### config.mk
export PLATFORM = sky130hd
export DESIGN_NAME = cmct_front
export DESIGN_NICKNAME = d
export VERILOG_FILES = /design/src/rtl/cmct_pkg.sv /design/src/rtl/cmct_front.sv
export SDC_FILE = /design/constraint.sdc
export NUM_CORES = 1
export LEC_CHECK = 0
export ABC_CLOCK_PERIOD_IN_PS = 3700
export BUFFER_PORTS_ARGS = -buffer_cell sky130_fd_sc_hd__buf_2
export CAP_MARGIN = 20
export CELL_PAD_IN_SITES_DETAIL_PLACEMENT = 0
export CELL_PAD_IN_SITES_GLOBAL_PLACEMENT = 1
export CORE_ASPECT_RATIO = 2
export CORE_MARGIN = 1.5
export CORE_UTILIZATION = 46
export CTS_CLUSTER_DIAMETER = 100
export DETAILED_ROUTE_END_ITERATION = 16
export PLACE_DENSITY = 0.85
export SETUP_SLACK_MARGIN = 0.1
export SLEW_MARGIN = 15
export SYNTH_ARGS = -nofsm -noshare
export SYNTH_HDL_FRONTEND = slang
export SYNTH_SLANG_ARGS = --single-unit
### constraint.sdc
create_clock -name clk -period 3.7 [get_ports clk]
set_clock_uncertainty 0.1 [all_clocks]
set_input_delay 0.185 -clock clk [delete_from_list [all_inputs] [get_ports clk]]
set_output_delay 0.185 -clock clk [all_outputs]
set_load 0.1 [all_outputs]
### src/rtl/cmct_pkg.sv
// ----------------------------------------------------------------------------
// cmct_pkg
// Shared constants and types of the context model counter table.
// ----------------------------------------------------------------------------
package cmct_pkg;

    // Model order and symbol size; the item port widths below are literals, not derived from them.
    localparam int ORDER          = 3;
    localparam int SYMBOL_BITS    = 4;
    localparam int COUNT_BITS_DEF = 32;

    // Port widths fixed by the field definitions.
    localparam int SYM_W   = 4;
    localparam int CTX_W   = 12;
    localparam int PROB_W  = 16;
    localparam int OUT_W   = 32;
    localparam int ALPHA_W = 16;
    localparam int DIV_W   = 8;
    localparam int ASIZE_W = 5;
    localparam int CFG_IDX_W = 2;

    // Configuration register indexes.
    localparam logic [CFG_IDX_W-1:0] REG_ALPHA   = 2'd0;
    localparam logic [CFG_IDX_W-1:0] REG_DIVISOR = 2'd1;
    localparam logic [CFG_IDX_W-1:0] REG_ASIZE   = 2'd2;

    // Command codes.
    localparam logic CMD_TRAIN = 1'b0;
    localparam logic CMD_QUERY = 1'b1;

    // Classified operation handed from the front end to the back end.
    typedef enum logic [1:0] {
        OP_FILL,
        OP_COUNT,
        OP_QUERY
    } op_t;

    typedef struct packed {
        op_t                op;
        logic [SYM_W-1:0]   symbol;
        logic [CTX_W-1:0]   ctx;
    } job_t;

endpackage

### src/rtl/cmct_front.sv
// ----------------------------------------------------------------------------
// cmct_front
// Accepts items, keeps the training history and queues classified jobs.
// ----------------------------------------------------------------------------
module cmct_front (
    input  logic                      clk,
    input  logic                      rst_n,
    input  logic                      in_valid,
    output logic                      in_ready,
    input  logic                      cmd,
    input  logic [cmct_pkg::SYM_W-1:0] symbol,
    input  logic                      start_of_stream,
    input  logic [cmct_pkg::CTX_W-1:0] query_context,
    output logic                      job_valid,
    input  logic                      job_ready,
    output cmct_pkg::job_t            job
);
    import cmct_pkg::*;

    localparam int HB = ORDER * SYMBOL_BITS;
    localparam int QD = 2;

    logic [HB-1:0]          history_reg;
    logic [2:0]             fill_reg;
    job_t                   q_reg [QD];
    logic                   wp_reg, rp_reg;
    logic [1:0]             cnt_reg;
    logic [SYMBOL_BITS-1:0] sym;
    logic [HB-1:0]          shifted;
    job_t                   new_job;
    logic                   push, pop;

    assign sym      = symbol[SYMBOL_BITS-1:0];
    assign shifted  = (HB > SYMBOL_BITS) ?
                      HB'({history_reg, sym}) : HB'(sym);
    assign in_ready = (cnt_reg != 2'(QD));
    assign push     = in_valid && in_ready;
    assign pop      = job_valid && job_ready;
    assign job_valid = (cnt_reg != 2'd0);
    assign job      = q_reg[rp_reg];

    // Classify the incoming item.
    always_comb
    begin
        new_job.symbol = SYM_W'(sym);
        new_job.ctx    = CTX_W'(query_context[HB-1:0]);
        if (cmd == CMD_QUERY)
        begin
            new_job.op = OP_QUERY;
        end
        else if (start_of_stream || fill_reg < 3'(ORDER))
        begin
            new_job.op = OP_FILL;
        end
        else
        begin
            new_job.op  = OP_COUNT;
            new_job.ctx = CTX_W'(history_reg);
        end
    end

    // History and job queue.
    always_ff @(posedge clk or negedge rst_n)
    begin
        if (!rst_n)
        begin
            history_reg <= '0;
            fill_reg    <= '0;
            wp_reg      <= 1'b0;
            rp_reg      <= 1'b0;
            cnt_reg     <= '0;
        end
        else
        begin
            if (push)
            begin
                q_reg[wp_reg] <= new_job;
                wp_reg        <= ~wp_reg;
                if (cmd == CMD_TRAIN)
                begin
                    if (start_of_stream)
                    begin
                        history_reg <= HB'(sym);
                        fill_reg    <= 3'd1;
                    end
                    else
                    begin
                        history_reg <= shifted;
                        if (fill_reg < 3'(ORDER))
                        begin
                            fill_reg <= fill_reg + 3'd1;
                        end
                    end
                end
            end
            if (pop)
            begin
                rp_reg <= ~rp_reg;
            end
            cnt_reg <= cnt_reg + 2'(push) - 2'(pop);
        end
    end

endmodule

Word level (Yosys, flattened, before mapping)
Memories as Yosys holds them, arrays and structs flattened.
Cells that the tools add are included.
{ "word_totals": {"reg_bits": 19, "mem_bits_rw": 36, "in_bits": 22, "output_inout_bits": 20, "wordCells": 31, "n_memories": 1} }
{ "op_classes": {"n_addsub": 3, "n_lt_le_gt_ge": 1, "n_eq_ne": 1, "muxes": 9, "n_bitwise": 3, "n_reduce_logical": 8} }
{ "memory_table": {"columns": ["name", "words", "width", "rd", "rd_clocked_by_memory_dff", "write_ports", "line_no", "rtl"], "rows": [
  ["q_reg", 2, 18, 1, 0, 1, "cmct_front.sv:25", "job_t q_reg [QD];"]
]} }
{ "op_table": {"columns": ["operator", "count"], "rows": [
  ["$mux 12", 3],
  ["$mux 3", 2],
  ["$reduce_bool 2->1", 2],
  ["$add 3x1->3 const B", 1],
  ["$logic_and 1x1->1", 3],
  ["$lt 3x2->1 const B", 1],
  ["$mux 1", 3],
  ["$not 1->1", 3],
  ["$reduce_and 3->1", 1],
  ["$add 2x1->2", 1],
  ["$mux 2", 1],
  ["$ne 2x2->1 const B", 1],
  ["$reduce_and 2->1", 1],
  ["$sub 2x1->2", 1],
  ["$logic_or 1x1->1", 1]
]} }

Logic depth before layout (Yosys ltp)
Gate-level depths: netlist of run 1.
{ "depth": {"ltp_word": 5, "depth_mapped": 8} }

Worst setup path before layout of run 1
OpenSTA, ideal clock, no wires.
{ "synth_path": {"kind": "register to register", "start": "reg cnt_reg[1]", "end": "mem q_reg[0][0] (netlist bit) (enable)", "t_arrival_ns": 2.745, "required_time_ns": 3.180, "slack_ns": 0.435, "stages_incl_launch_ff": 5, "path_buffers": 0, "cell_sequence": "dfrtp_1 -> and2b_2 -> clkinv_1 -> nand2_2 -> nor3b_1"} }
{ "synth_between": {"elab_chain_cells": 5} }
{ "synth_lines": {"columns": ["item", "line_no", "rtl"], "rows": [
  ["start, declared", "cmct_front.sv:27", "logic [1:0] cnt_reg;"],
  ["start signal, assigned", "cmct_front.sv:100", "cnt_reg <= cnt_reg + 2'(push) - 2'(pop);"],
  ["$ne 2x2->1", "cmct_front.sv:36", "assign in_ready = (cnt_reg != 2'(QD));"],
  ["net in_ready", "cmct_front.sv:9", "output logic in_ready,"],
  ["$logic_and 1x1->1", "cmct_front.sv:37", "assign push = in_valid && in_ready;"],
  ["$mux 1", "cmct_front.sv:75", "if (push)"],
  ["$logic_and 1x1->1 (not written as such)", "cmct_front.sv:77", "q_reg[wp_reg] <= new_job;"],
  ["$mux 1 (not written as such)", "cmct_front.sv:77", null],
  ["end, declared", "cmct_front.sv:25", null]
]} }
The timed path passes the listed nets, and every way through them passes these cells.

==> results.yml, run 1 <==
synth:
  syn_inst: 144
  ys_types: 32
  yosysWarnings: 0
  synth_area_per_cell_um2: 16.55
  syn_area_um2: 2384
  ys_seq_elements: 55
  yosys_most_used_dff: "edfxtp_1"
  synth_edf_count: 36
  ys_seq_area_frac: 0.6530
  syn_nets: 169
  async_reset_ff_frac: 0.3455
route:
  final_antenna_net_count: 0
  viasPerCell: 5.373
  dr_wl_met3_um: 184
  dr_wl_met2_mm: 2.348
  firstDrtPassIters: 4
  vias: 1354
  wl_per_cell_um: 16.12
  drtIter0Drc: 25
  wl_mm: 4.061
  drc: 0
  routed.top_layer: "met4"
  wl_met1_mm: 1.422
sta:
  min_period_ns: 2.167
  hold_viol: 0
  timing.final.crit_share: 0.5858
  slew_headroom: 0.4096
  rsz0062_at_grt: "no"
  setup_viol: 0
  drv_slew: 0
  clock.fmax_mhz: 461.4
  fin_tns_setup_ns: 0
  worst_pin_slew_ns: 0.8828
clock_tree:
  cts_root_buf: "clkbuf_8"
  cts_buffers: 5
  htreeDepth: 2
  cts_buffer_depth: 2
  clkLatencyLatePin_ns: 0.30
  ctsResizeCount: 0
  post_cts_buffers: 0
  clk_pin_slew_ns: 0.09
  holdBufCountCts: 5
  cts_tree: "built"
  cts.sinks: 55
global_routing:
  grt_pass1_vias: 1473
  overflow: 0
  grt_pass1_wl_mm: 6.727
  antenna_found_initial: 0
  grtUsageTotal: 0.1637
  grt_max_degree: 22
critical_path:
  end_kind: "output port"
  r2r_end: "q_reg[1][1]"
  crit_path_max_incr_delay_ns: 0.87
  critPathMaxFanout: 19
  rr_worst_depth: 3
  rrSetupSlack_ns: 1.59
  crit_slowest_cell: "dfrtp_1"
  cp.arrival_ns: 1.88
  cp_cell_sequence: "mux2_2 -> buf_2"
  required_ns: 3.41
  cp-start-kind: "flip-flop"
  worstReg2RegStart: "fill_reg[0]"
  crit_type: "flip-flop to output port"
floorplan:
  die_h_um: 104.8
  fp-row-count: 36
  num_io_pins: 42
  die_w_um: 53.90
  initial_core_util: 0.4855
  fp.dieArea_um2: 5649
  core_area_um2: 4910
placement:
  hpwl_mm: 3.047
  place_congestion: 0.8140
  dpl_cell_area_um2: 2639
  port_buffers: 41
hold_path:
  worstHoldEndpoint: "q_reg[1][4]"
  hold_depth: 2
  hold_class: "input port to flip-flop"
  hp-start: "query_context[4]"
status:
  status: "completed"
finish:
  fin_nets: 219
  fillers: 390
  drive_above_1_share: 0.4667
  syn_to_final_growth_pct: 17.74
  largest_reg_flops: 36
  post-route-cell-area_um2: 2806
  num_antenna_cells: 0
flow_run:
  drv_cap: 0
==> critical path: cells and delay by family, from the launching register on <==
kind	cells	cell delay, ns
buffers and inverters	1	0.42
multiplexers	1	0.29
flip-flops	1	0.87
==> metrics by stage <==
stage	cells	setup slack (ns)	hold slack, ns	util
3_5_place_dp	239	1.596	0.05136	0.5375
5_1_grt	252	1.427	0.09244	0.5716
2_1_floorplan	144	0.4350	-0.2106	-
4_1_cts	252	1.495	0.09163	0.5716
3_3_place_gp	239	1.685	0.05382	0.5375
6_report	252	1.533	0.09507	0.5716
==> worst max path at each step <==
stage,from,endpoint,slack [ns],cells past startpoint
after floorplan,cnt_reg[1],q_reg[0][0],0.43,4
after global placement,fill_reg[0],q_reg[0][11],1.69,3
after detailed placement,fill_reg[0],q_reg[1][1],1.60,3
after CTS,rp_reg,job[13],1.50,2
after global routing,rp_reg,job[14],1.43,2
final,rp_reg,job[13],1.53,2
==> metal layers <==
layer / vias to the layer above / track usage
li1: 643 / -
met5: - / 0
met1: 661 / 0.1703
met3: 11 / 0.03571
met4: 0 / 0.08059
met2: 39 / 0.2883
==> cells in the final DEF (no fill, tap or decap), types with 2 or more instances in the layout <==
| master | synthesis | final |
|---|---|---|
| nand2b_1 | 4 | 4 |
| mux2_2 | 25 | 25 |
| xnor2_1 | 3 | 3 |
| a41oi_1 | 2 | 2 |
| ha_1 | 3 | 3 |
| o41ai_1 | 4 | 4 |
| dfrtp_1 | 19 | 19 |
| mux2_4 | 9 | 9 |
| edfxtp_1 | 36 | 36 |
| o21ai_0 | 7 | 7 |
| a21oi_1 | 2 | 2 |
| inv_1 | 6 | 6 |
| nand2_2 | 2 | 2 |
| clkbuf_8 | 0 | 6 |
| mux2i_1 | 3 | 3 |
| dlygate4sd3_1 | 0 | 5 |
| buf_2 | 2 | 41 |
==> synthesized netlist by cell type, types with 2 or more instances <==
library cell / count / area, um2
mux2_2: 25 / 281.5
ha_1: 3 / 37.54
a41oi_1: 2 / 17.52
nand2_2: 2 / 12.51
mux2i_1: 3 / 30.03
o21ai_0: 7 / 35.03
a21oi_1: 2 / 10.01
nand2b_1: 4 / 25.02
o41ai_1: 4 / 35.03
edfxtp_1: 36 / 1081
dfrtp_1: 19 / 475.5
mux2_4: 9 / 135.1
xnor2_1: 3 / 26.28
inv_1: 6 / 22.52
buf_2: 2 / 10.01
==> cell type report <==
type	count	area (um2)	share of cell area
Timing Repair Buffer	47	262.8	0.09362
Clock inverter	2	35.03	0.01248
Multi-Input combinational cell	78	772.0	0.2751
Clock buffer	6	82.58	0.02942
Tap cell	57	71.32	0.02541
Sequential cell	55	1556	0.5546
Inverter	7	26.28	0.009362
==> cells by family (layout without fill, tap and decap cells) <==
group                      after synthesis  in the layout  share of synthesized area
DFF                                     55             55                     0.6530
muxes                                   37             37                     0.1874
AOI/OAI and AO/OA                       18             18                    0.05564
and+or+nand+nor                         16             16                    0.04830
buffers and inverters                   11             62                    0.02519
xor gates and xnor gates                 4              4                    0.01470
adders and majority gates                3              3                    0.01575
Power of run 1 is not shown: default switching activity piles up to over one toggle a cycle in this logic, so the estimate is an artifact.
==> inputs of run 2 (changes only) <==
- ABC_CLOCK_PERIOD_IN_PS: 3700 -> 2250
- clock period: 3.7 -> 2.25 ns (I/O delays scaled with it)
==> results.yml, run 2 (synthesis results as in run 1) <==
status:
  status: "completed"
sta:
  drv_slew: 0
  rsz0062_at_grt: "no"
  worst_pin_slew_ns: 0.4906
  setup_viol: 0
  timing.final.crit_share: 0.8419
  hold_viol: 0
  fin_tns_setup_ns: 0
  clock.fmax_mhz: 527.9
  min_period_ns: 1.894
  slew_headroom: 0.6752
finish:
  syn_to_final_growth_pct: 18.11
  largest_reg_flops: 36
  drive_above_1_share: 0.4774
  fillers: 395
  final_common_cell: "buf_2"
  fin_nets: 223
  layout_common_cells: "buf_2 (41), edfxtp_1 (36), mux2_2 (25)"
  fin_cells: 256
  num_antenna_cells: 0
floorplan:
  die_h_um: 104.8
  fp-row-count: 36
  die_w_um: 53.90
  core_area_um2: 4910
  num_io_pins: 42
  fp.dieArea_um2: 5649
  initial_core_util: 0.4855
clock_tree:
  htreeDepth: 2
  cts.sinks: 55
  cts_buffer_depth: 2
  cts_root_buf: "clkbuf_8"
  cts_tree: "built"
  clk_pin_slew_ns: 0.09
  cts_buffers: 5
  ctsResizeCount: 0
  clkLatencyLatePin_ns: 0.30
flow_run:
  drv_cap: 0
critical_path:
  cp-start-kind: "flip-flop"
  crit_slowest_cell: "dfrtp_1"
  path_delay_family: "adder cells"
  required_ns: 2.38
  cp_cell_sequence: "and2b_2 -> clkinv_4 -> nand2_2 -> ha_1 -> inv_1 -> ha_1 -> xnor2_1 -> xnor2_1"
  crit_path_max_incr_delay_ns: 0.41
  worstReg2RegStart: "cnt_reg[1]"
  path_buf_inv: 2
  cp.arrival_ns: 2.03
  critPathMaxFanout: 7
  end_kind: "flip-flop"
  rr_worst_depth: 8
  rrSetupSlack_ns: 0.36
  r2r_end: "cnt_reg[1]"
  crit_type: "flip-flop to flip-flop"
global_routing:
  grt_max_degree: 19
  antenna_found_initial: 0
  grt_pass1_vias: 1456
  grt_pass1_wl_mm: 6.824
  grtUsageTotal: 0.1693
  overflow: 0
pwr:
  power_density_nw_per_um2: 1442
  p_leak_uw: 0.001111
  ir_drop_uv: 1107
hold_path:
  hold_depth: 2
  hp-start: "query_context[2]"
  hold_class: "input port to flip-flop"
  worstHoldEndpoint: "q_reg[1][2]"
placement:
  dp.cells: 243
  hpwl_mm: 3.213
  place_congestion: 0.8439
  port_buffers: 41
route:
  drtIter0Drc: 39
  drc: 0
  viasPerCell: 5.355
  vias: 1371
  final_antenna_net_count: 0
  firstDrtPassIters: 3
  wl_per_cell_um: 16.77
  wl_mm: 4.294
-- run 2: worst reg2reg max path: cells and delay by family (launching register included) --
family        cells  cell delay [ns]
fa+ha+maj         2             0.49
flops             1             0.41
simple gates      2             0.39
xor+xnor          2             0.31
buf+inv           2             0.13
-- run 2: how the worst max path moves through the flow --
stage | startpoint | to | slack [ns] | depth (start not counted)
after floorplan | cnt_reg[1] | cnt_reg[1] | 0.14 | 7
after global placement | cnt_reg[1] | cnt_reg[1] | 0.42 | 8
after detailed placement | cnt_reg[1] | cnt_reg[1] | 0.35 | 8
after CTS | cnt_reg[1] | cnt_reg[1] | 0.33 | 8
after global routing | cnt_reg[1] | cnt_reg[1] | 0.20 | 8
final | cnt_reg[1] | cnt_reg[1] | 0.36 | 8
-- run 2: stage by stage --
stage,cell area [um2],setup WS (ns),util,hold slack [ns],power [uW]
global placement,2680,0.4177,0.5459,-0.1221,3510
CTS,2815,0.3288,0.5734,0.01184,4102
floorplan,2400,0.1408,-,-0.2831,3256
global route,2815,0.2046,0.5734,0.005128,4243
finish,2815,0.3558,0.5734,0.01793,4060
detailed placement,2680,0.3496,0.5459,-0.1238,3580
-- run 2: report_power, final --
group | switching (uW) | internal, uW | total [uW]
clock network | 301 | 218 | 519
logic | 1480 | 541 | 2030
registers | 153 | 1360 | 1510
total | 1940 | 2120 | 4060
-- run 2: metal layers --
metal / global-route usage / up-vias / wire length [um]
met4: 0.07326 / 0 / 114
met3: 0.03143 / 9 / 143
li1: - / 650 / -
met1: 0.1787 / 681 / 1543
met2: 0.3040 / 31 / 2492
met5: 0 / - / 0
-- run 2: cell type report --
class | count | area, um2 | share of cell area
Sequential cell | 55 | 1556 | 0.5529
Multi-Input combinational cell | 78 | 778.2 | 0.2764
Timing Repair Buffer | 51 | 292.8 | 0.1040
Clock buffer | 6 | 72.57 | 0.02578
Tap cell | 57 | 71.32 | 0.02533
Inverter | 7 | 31.28 | 0.01111
Clock inverter | 2 | 12.51 | 0.004444
-- run 2: repair_timing --
action                                 4_1_cts  5_1_grt
endpoints found under the hold margin       31        0
hold buffers                                 5        0
setup buffers                                0        0
Power figures use the tool's default switching activity.
==> inputs of run 3 (changes only) <==
- ABC_AREA: not set -> 1
- ABC_CLOCK_PERIOD_IN_PS: 2250 -> 1600
- CORE_UTILIZATION: 46 -> 39
- PLACE_DENSITY: 0.85 -> 0.81
- clock period: 2.25 -> 1.6 ns (I/O delays scaled with it)
==> results.yml, run 3 <==
status:
  status: "finished, violations left"
  violations: "negative hold slack"
clock_tree:
  cts_buffer_depth: 2
  htreeDepth: 2
  cts_tree: "built"
  cts_buffers: 5
  cts.sinks: 55
  clkLatencyLatePin_ns: 0.29
  cts_root_buf: "clkbuf_16"
  clk_pin_slew_ns: 0.07
placement:
  dp.cells: 336
  hpwl_mm: 3.397
  place_congestion: 0.7511
  port_buffers: 41
sta:
  rsz0062_at_grt: "yes"
  min_period_ns: 1.544
  hold_viol: 2
  drv_slew: 0
  clock.fmax_mhz: 647.5
  fin_tns_setup_ns: 0
  worst_hold_slack_ns: -0.003770
  slew_headroom: 0.6751
  timing.final.crit_share: 0.9653
  setup_viol: 0
  worst_pin_slew_ns: 0.4907
synth:
  syn_area_um2: 2432
  yosys_most_used_dff: "edfxtp_1"
  ys_seq_area_frac: 0.6399
  synth_top_area_cell: "edfxtp_1"
  syn_nets: 257
  ys_types: 22
  synth_top_area_share: 0.4444
  syn_inst: 232
  synthTopCellsByArea: "edfxtp_1 (44%), dfrtp_1 (20%), nand2_1 (16%)"
  yosysWarnings: 0
  async_reset_ff_frac: 0.3455
  yosysMostFrequentCell: "nand2_1"
  synth_edf_count: 36
  synth_area_per_cell_um2: 10.48
  ys_seq_elements: 55
  synth_commonest_cells: "nand2_1 (101), edfxtp_1 (36), inv_1 (20)"
critical_path:
  cp_cell_sequence: "buf_4 -> nand2_8 -> nand2_8 -> nor3_4 -> buf_12"
  cp.arrival_ns: 1.44
  crit_path_max_incr_delay_ns: 0.41
  path_delay_family: "flip-flops"
  cpMostUsedCell: "nand2_8"
  cp-start-kind: "flip-flop"
  critPathLaunch: "cnt_reg[1]"
  r2r_end: "q_reg[1][9]"
  rr_worst_depth: 5
  cp.depth: 5
  path_buf_inv: 2
  worstReg2RegStart: "cnt_reg[1]"
  crit_type: "flip-flop to flip-flop"
  rrSetupSlack_ns: 0.06
  required_ns: 1.50
  crit_slowest_cell: "dfrtp_2"
  critical_path.endpoint: "q_reg[1][9]"
  end_kind: "flip-flop"
  critPathMaxFanout: 18
route:
  dr_wl_met3_um: 114
  drc: 0
  vias: 1703
  drtIter0Drc: 43
  dr_wl_met2_mm: 2.567
  wl_per_cell_um: 12.69
  wl_mm: 4.570
  wl_met1_mm: 1.691
  viasPerCell: 4.731
  final_antenna_net_count: 0
  routed.top_layer: "met4"
  firstDrtPassIters: 4
pwr:
  p_leak_uw: 0.001482
  p_total_uw: 7491
  ir_drop_uv: 1101
  power_density_nw_per_um2: 2177
floorplan:
  core_area_um2: 6006
  die_w_um: 58.84
  fp-row-count: 40
  die_h_um: 114.7
  num_io_pins: 42
  fp.dieArea_um2: 6748
  initial_core_util: 0.4050
hold_path:
  hold_class: "input port to flip-flop"
  hold_depth: 3
finish:
  drive_above_1_share: 0.3603
  syn_to_final_growth_pct: 41.46
  fin_nets: 321
  fin_cells: 360
  num_antenna_cells: 0
  utilization: 0.5729
  largest_reg_flops: 36
  fillers: 516
  final_common_cell: "nand2_1"
  multi_input_area_um2: 852.1
  final-seq-area_um2: 1559
  layout_common_cells: "nand2_1 (82), edfxtp_1 (36), buf_2 (22)"
global_routing:
  grtUsageTotal: 0.1538
  overflow: 0
  antenna_found_initial: 0
  grt_pass1_vias: 1748
  grt_pass1_wl_mm: 7.810
  grt_max_degree: 26
flow_run:
  drv_cap: 0
-- run 3: final cells by class --
type / count / area share
Inverter: 23 / 0.02655
Tap cell: 63 / 0.02291
Clock buffer: 6 / 0.03745
Sequential cell: 55 / 0.4531
Multi-Input combinational cell: 147 / 0.2476
Clock inverter: 2 / 0.003636
Timing Repair Buffer: 64 / 0.2087
-- run 3: timing repair --
item                                    4_1_cts  5_1_grt
endpoints found under the setup margin       39       72
setup buffers                                 1        1
resized for setup                             5        5
pin swaps                                     3        0
endpoints found under the hold margin        47        0
hold buffers                                 14        0
-- run 3: through the flow --
| step | setup slack [ns] | cell area, um2 |
|---|---|---|
| 2_1_floorplan | -0.1688 | 2526 |
| 3_3_place_gp | 0.07249 | 3102 |
| 3_5_place_dp | 0.03087 | 3102 |
| 4_1_cts | 0.05515 | 3412 |
| 5_1_grt | 0.01252 | 3441 |
| 6_report | 0.05559 | 3441 |
-- run 3: per-layer routing --
layer  vias to the layer above  track usage
li1                        863            -
met1                       791       0.1738
met2                        34       0.2630
met3                        15      0.02034
met4                         0      0.09697
met5                         -            0
-- run 3: cells by family after synthesis --
family / Yosys count / share of synthesized area
xor gates and xnor gates: 5 / 0.01801
buffers and inverters: 30 / 0.05864
AOI/OAI and AO/OA: 24 / 0.06790
adders and majority gates: 3 / 0.01543
and+or+nand+nor: 115 / 0.2001
DFF: 55 / 0.6399
-- run 3: worst min path at each step --
stage,startpoint,slack (ns),endpoint
6_report,query_context[7],-0.004,q_reg[0][7]
5_1_grt,query_context[8],0.01,q_reg[0][8]
4_1_cts,query_context[7],0.003,q_reg[0][7]
3_5_place_dp,rst_n,-0.02,cnt_reg[0]
3_3_place_gp,rst_n,-0.03,rp_reg
2_1_floorplan,rst_n,-0.32,cnt_reg[0]
-- run 3: worst reg2reg max path: stages (launching register included) --
cell and delay [ns]:
dfrtp_2 0.41, buf_4 0.16, nand2_8 0.08, nand2_8 0.08
nor3_4 0.23, buf_12 0.18
-- run 3: report_power, final --
part	internal (uW)	switching [uW]	total (uW)
Sequential	1890	195	2090
Combinational	1450	2920	4370
Clock	578	456	1030
